--- src/design/assert_macros.svh ---
// Assertion helpers for the RTL file that checks its own behavior.
`ifndef ASSERT_MACROS_SVH
`define ASSERT_MACROS_SVH

// A condition that must hold at every clock edge outside reset.
`define ASSERT_ALWAYS(label, clk, rst_n, cond) \
    label: assert property (@(posedge clk) disable iff (!rst_n) (cond)) \
        else $error("assertion failed");

// A condition that must hold in the cycle after a trigger.
`define ASSERT_NEXT(label, clk, rst_n, trig, cond) \
    label: assert property (@(posedge clk) disable iff (!rst_n) (trig) |=> (cond)) \
        else $error("assertion failed");

`endif

--- src/design/tcis_pkg.sv ---
`default_nettype none

package tcis_pkg;

    // Default table depth and the width of the point count after clamping.
    localparam int MAX_POINTS_DEF = 64;
    localparam int CNT_W          = 11;

    // Configuration register indexes.
    localparam logic [1:0] CFG_INTERP_MODE = 2'd0;
    localparam logic [1:0] CFG_POINT_COUNT = 2'd1;

    // Operation codes.
    localparam logic OP_LOAD   = 1'b0;
    localparam logic OP_SAMPLE = 1'b1;

    // Saturation limits of the Q1.30 result.
    localparam logic signed [63:0] RES_MAX = 64'sd1073741824;
    localparam logic signed [63:0] RES_MIN = -64'sd1073741824;

    typedef struct packed {
        logic               op;
        logic [5:0]         entry_index;
        logic signed [31:0] entry_cosine;
        logic [31:0]        entry_density;
        logic [31:0]        entry_cumulative;
        logic [31:0]        random_fraction;
    } t_in;

    typedef struct packed {
        logic signed [31:0] sampled_cosine;
        logic [5:0]         bin_found;
    } t_out;

    // A classified command as it waits in the queue.
    typedef struct packed {
        logic is_sample;
        logic load_ok;
        t_in  item;
    } t_cmd;

    // Queue status seen by both sides.
    typedef struct packed {
        logic not_empty;
        logic full;
    } t_q_status;

endpackage

`default_nettype wire

--- src/design/tcis_queue.sv ---
`default_nettype none

module tcis_queue
    import tcis_pkg::*;
(
    input  wire        i_clk,
    input  wire        i_rst_n,
    input  wire        i_push,
    input  wire  t_cmd i_cmd,
    input  wire        i_pop,
    output t_cmd       o_cmd,
    output t_q_status  o_status
);

    t_cmd       r_slot [2];
    logic       r_wp, r_rp;
    logic [1:0] r_fill;

    // Two-entry ring buffer.
    always_ff @(posedge i_clk) begin
        if (!i_rst_n) begin
            r_wp   <= 1'b0;
            r_rp   <= 1'b0;
            r_fill <= 2'd0;
        end else begin
            if (i_push) begin
                r_wp <= ~r_wp;
            end
            if (i_pop) begin
                r_rp <= ~r_rp;
            end
            r_fill <= r_fill + {1'b0, i_push} - {1'b0, i_pop};
        end
        if (i_push) begin
            r_slot[r_wp] <= i_cmd;
        end
    end

    assign o_cmd              = r_slot[r_rp];
    assign o_status.not_empty = (r_fill != 2'd0);
    assign o_status.full      = (r_fill == 2'd2);

endmodule

`default_nettype wire

--- config.mk ---
export PLATFORM = sky130hd
export DESIGN_NAME = tcis_queue
export DESIGN_NICKNAME = d
export VERILOG_FILES = /design/src/design/assert_macros.svh /design/src/design/tcis_pkg.sv /design/src/design/tcis_queue.sv
export SDC_FILE = /design/constraint.sdc
export NUM_CORES = 1
export LEC_CHECK = 0
export BUFFER_PORTS_ARGS = -buffer_cell sky130_fd_sc_hd__buf_2
export CAP_MARGIN = 20
export CORE_UTILIZATION = 38
export DETAILED_ROUTE_END_ITERATION = 8
export GPL_TIMING_DRIVEN = 0
export HOLD_SLACK_MARGIN = 0.08
export SYNTH_ARGS = -nofsm -noshare
export SYNTH_HDL_FRONTEND = slang
export SYNTH_SLANG_ARGS = --single-unit
export TNS_END_PERCENT = 30
--- constraint.sdc ---
create_clock -name i_clk -period 8.8 [get_ports i_clk]
set_input_delay 1.32 -clock i_clk [delete_from_list [all_inputs] [get_ports i_clk]]
set_output_delay 1.32 -clock i_clk [all_outputs]
set_load 0.03 [all_outputs]
# Yosys cells after proc, flatten, opt, wreduce, memory -nomap -nowiden
# Memories as Yosys holds them, arrays and structs flattened. A register that Yosys moved wholly into a read port is not among the register bits.
# Cells that the tools add are included.
# word_totals
ramBits	274
n_memories	1
regBits	4
out_inout_bits	139
wordCells	14
input_bits	141
# memory_table
name	words	width	rd	rd_clocked_by_memory_dff	wr	line	rtl
r_slot	2	137	1	1	1	tcis_queue.sv:15	t_cmd r_slot [2];
# op_classes
add_sub_neg	2
n_mux	4
n_reduce_logical	1
bitwise	2
n_eq_ne	1
# op_table
cell	count
two-way mux 1 bit	4
adder 2 x 1 -> 2 bit	1
== test 2 bit, second input constant	1
inverter 1 bit	2
nonzero test 2 bit	1
subtractor 2 x 1 -> 2 bit	1

# Depth between registers and ports, before layout
# depth
depth_word	3
ltp_mapped	6
mapped_depth_nobuf	6

# Worst setup path after synthesis
# Ideal clock, no wire load.
# synth_path
path_kind	input to register
startpoint	in i_push
endpoint	mem r_slot[0][0] (netlist name) (enable)
t_arrival_ps	7284
n_path_buf	0
path_slack_ps	865
setup_ps	651
stages	1
t_required_ps	8149
path_cell_list	nor2b_1
# synth_via
elab_chain_cells	2
# synth_lines
item	line	rtl
from (decl)	tcis_queue.sv:8	input wire i_push,
two-way mux 1 bit	tcis_queue.sv:34	if (i_push) begin
two-way mux 1 bit (implied by the code)	tcis_queue.sv:35	r_slot[r_wp] <= i_cmd;
to (decl)	tcis_queue.sv:15	
# No other way between the ends.

==> summary.md <==
| Metric | Value |
|---|---|
| Commonest non-fill, non-tap cell in the layout | `buf_2` |
| Reg2reg start | `r_wp` |
| Max Used Layer | `met4` |
| CORE AREA | `26200 um2` |
| Slew @ Worst Pin | `0.750 ns` |
| Hold Crit Class | `register to register` |
| Dpl cells | `1067` |
| Final Hold Viols | `0` |
| Unrepaired setup endpoints after global routing | `false` |
| CTS Sinks | `279` |
| Detailed Routing Iterations Pass 1 | `6` |
| TritonCTS buffer count | `29` |
| Die footprint | `27500 um2` |
| Worst VDD drop | `0.180 mV` |
| CP max-delay cell | `dfxtp_1` |
| Met2 wire length | `9820 um` |
| Unique cell type count in the Yosys netlist | `13` |
| Deepest clock path buffer count | `3` |
| Post-CTS sizing | `0` |
| Fin crit share | `0.362` |
| Fill count | `2161` |
| ANT nets after route | `0` |
| CTS root buf | `clkbuf_16` |
| FF-to-FF setup slack | `6.96 ns` |
| Fraction of layout cells with a size suffix above 1 | `0.611` |
| Detailed-route via count | `5115` |
| Syn Area/Cell | `22.8 um2` |
| Residual DRC | `36` |
| Register area | `8330 um2` |
| Power per cell area | `237 nW/um2` |
| Yosys warning count | `0` |
| Clk_lat worst skew | `0.52 ns` |
| Area delta synth->final | `27.8%` |
| Cell Chain, Critical Path | `buf_6, clkbuf_8, mux2_2, buf_2` |
| CTS H-Tree Depth | `1` |
| CTS tree | `yes` |
| Setup bufs post-CTS | `0` |
| WP depth | `4` |
| Post-Synthesis Cells | `447` |
| Final setup fails | `0` |
| Iter 0 DRT Violations | `302` |
| CP max stage delay | `0.36 ns` |
| Seq/Total Area, Yosys | `0.817` |
| Clk slew on worst S/H paths | `0.06 ns` |
| HPWL after DPL | `13400 um` |
| Crit Path Category | `register to output port` |
| Seq cells post-synth | `279` |
| Overflow after GRT | `0` |
| Top Family by Delay on Critical Path | `buffers and inverters` |
| Fin nets | `906` |
| Crit path max fanout | `10` |
| Non-filler instance count after layout | `1118` |
| Final Wtd Congestion | `0.687` |
| Multi-input gate area | `1670 um2` |
| Failing checks | `design-rule violations` |
| Die height | `166 um` |
| Syn Nets | `590` |
| Port bufs | `279` |
| Most frequent cells in the layout | `279 x buf_2, 274 x edfxtp_1, 137 x mux2_2` |
| Global-route wire length before repair | `29800 um` |
| Max-Cap Viols | `0` |
| Nature of the critical path startpoint | `register` |
| Via density | `4.58` |
| R2r worst-path depth | `3` |
| Worst setup EP type | `output port` |
| Outcome | `finished with violations` |
| Slew Limit Fails | `0` |
| Setup crit end | `o_cmd[91]` |
| Worst Path Buf+Inv | `3` |
| Largest net degree at the start of global routing | `71` |
| Metal3 WL | `1580 um` |
| Final core utilization | `0.497` |
| DR WL/cell | `17.2 um` |
| Tmin final | `3.18 ns` |
| Gr usage total | `0.137` |
| Clock Skews | `0.00985 ns` |
| Number of global-route vias before repair | `5650` |
| # rows | `59` |
| Worst Path Arrival | `1.86 ns` |
| Leak | `0.00489 uW` |
| Overall routed net length | `19200 um` |
| Initial antenna violation count | `1` |
| Netlist Area Pre-Place | `10200 um2` |
| Reg-to-Reg End | `r_slot[0][90]` |
| WP data required | `7.48 ns` |
| Wl on met1 | `7220 um` |
| Max Clk Rate | `0.314 GHz` |
| Starting Density | `0.389` |
| Max-slew headroom | `0.499` |
| Die X | `166 um` |
| Hold buffer count at CTS | `0` |
| I/O Pins | `280` |
==> cell type report <==
type	instances	area share
inverters	2	0.000576
diodes	1	0.000192
plain buffers	15	0.0149
clock buffers	36	0.0577
multi-input cells	151	0.128
well taps	335	0.0322
repair buffers	285	0.118
clock inverters	14	0.00874
flip-flops and latches	279	0.639
==> kinds of logic (layout without fill, tap and decap cells) <==
family                     after synthesis  in the layout  synth area share
AOI/OAI and AO/OA                        1              1          0.000737
xor gates and xnor gates                 2              2           0.00307
adders and majority gates                2              2           0.00245
buffers and inverters                   17            352            0.0198
DFF                                    279            279             0.817
muxes                                  137            137             0.151
other                                    0              1                 0
and+or+nand+nor                          9              9           0.00552
==> metrics by stage <==
| step | total power [uW] | TNS, ns | instance area [um2] | setup slack [ns] | hold slack, ns |
|---|---|---|---|---|---|
| 4_1_cts | 3140 | 0 | 13000 | 5.55 | 0.599 |
| 2_1_floorplan | 1870 | 0 | 10200 | 0.865 | 0.555 |
| 3_3_place_gp | 2010 | -288.58 | 12000 | -2.10 | 0.567 |
| 3_5_place_dp | 2010 | 0 | 12200 | 5.78 | 0.588 |
| 5_1_grt | 3210 | 0 | 13000 | 5.52 | 0.612 |
| 6_report | 3090 | 0 | 13000 | 5.62 | 0.589 |
==> power breakdown <==
part	switching, uW	internal (uW)
registers	15.3	1540
logic	264	161
clock network	460	657
total	739	2360
==> sequential cells by signal (all words and copies together) (netlist names), named ones only <==
register	flops
r_fill	2
r_rp	1
r_wp	1
r_slot	274
==> layer usage <==
layer  vias up  GRT usage
met1      2494      0.155
met3        34     0.0429
met5         -          0
met2       177      0.246
met4         0     0.0447
li1       2410          -
==> worst min-delay path by stage <==
stage,start,end,slack [ns],cells after the start
floorplan,r_rp,register,0.55,2
global placement,r_rp,r_rp,0.57,2
detailed placement,r_rp,r_rp,0.59,2
CTS,r_rp,r_rp,0.60,2
global route,r_rp,register,0.61,2
finish,r_rp,register,0.59,2
==> tightest hold or removal path, cell delays in order (launching register included) <==
cell	delay, ns
dfxtp_1	0.32
xor2_1	0.07
and2_1	0.15
==> synthesized netlist by cell type, drive strengths merged <==
| library cell | count | area, um2 |
|---|---|---|
| edfxtp | 274 | 8230 |
| o21a | 1 | 7.51 |
| and2 | 4 | 25.0 |
| xor2 | 1 | 8.76 |
| ha | 2 | 25.0 |
| mux2 | 137 | 1540 |
| xnor3 | 1 | 22.5 |
| or2 | 1 | 6.26 |
| buf | 5 | 56.3 |
| clkbuf | 10 | 138 |
| inv | 2 | 7.51 |
| dfxtp | 5 | 100 |
| nor2b | 4 | 25.0 |
Note: power is estimated with default switching activity, not from simulation.
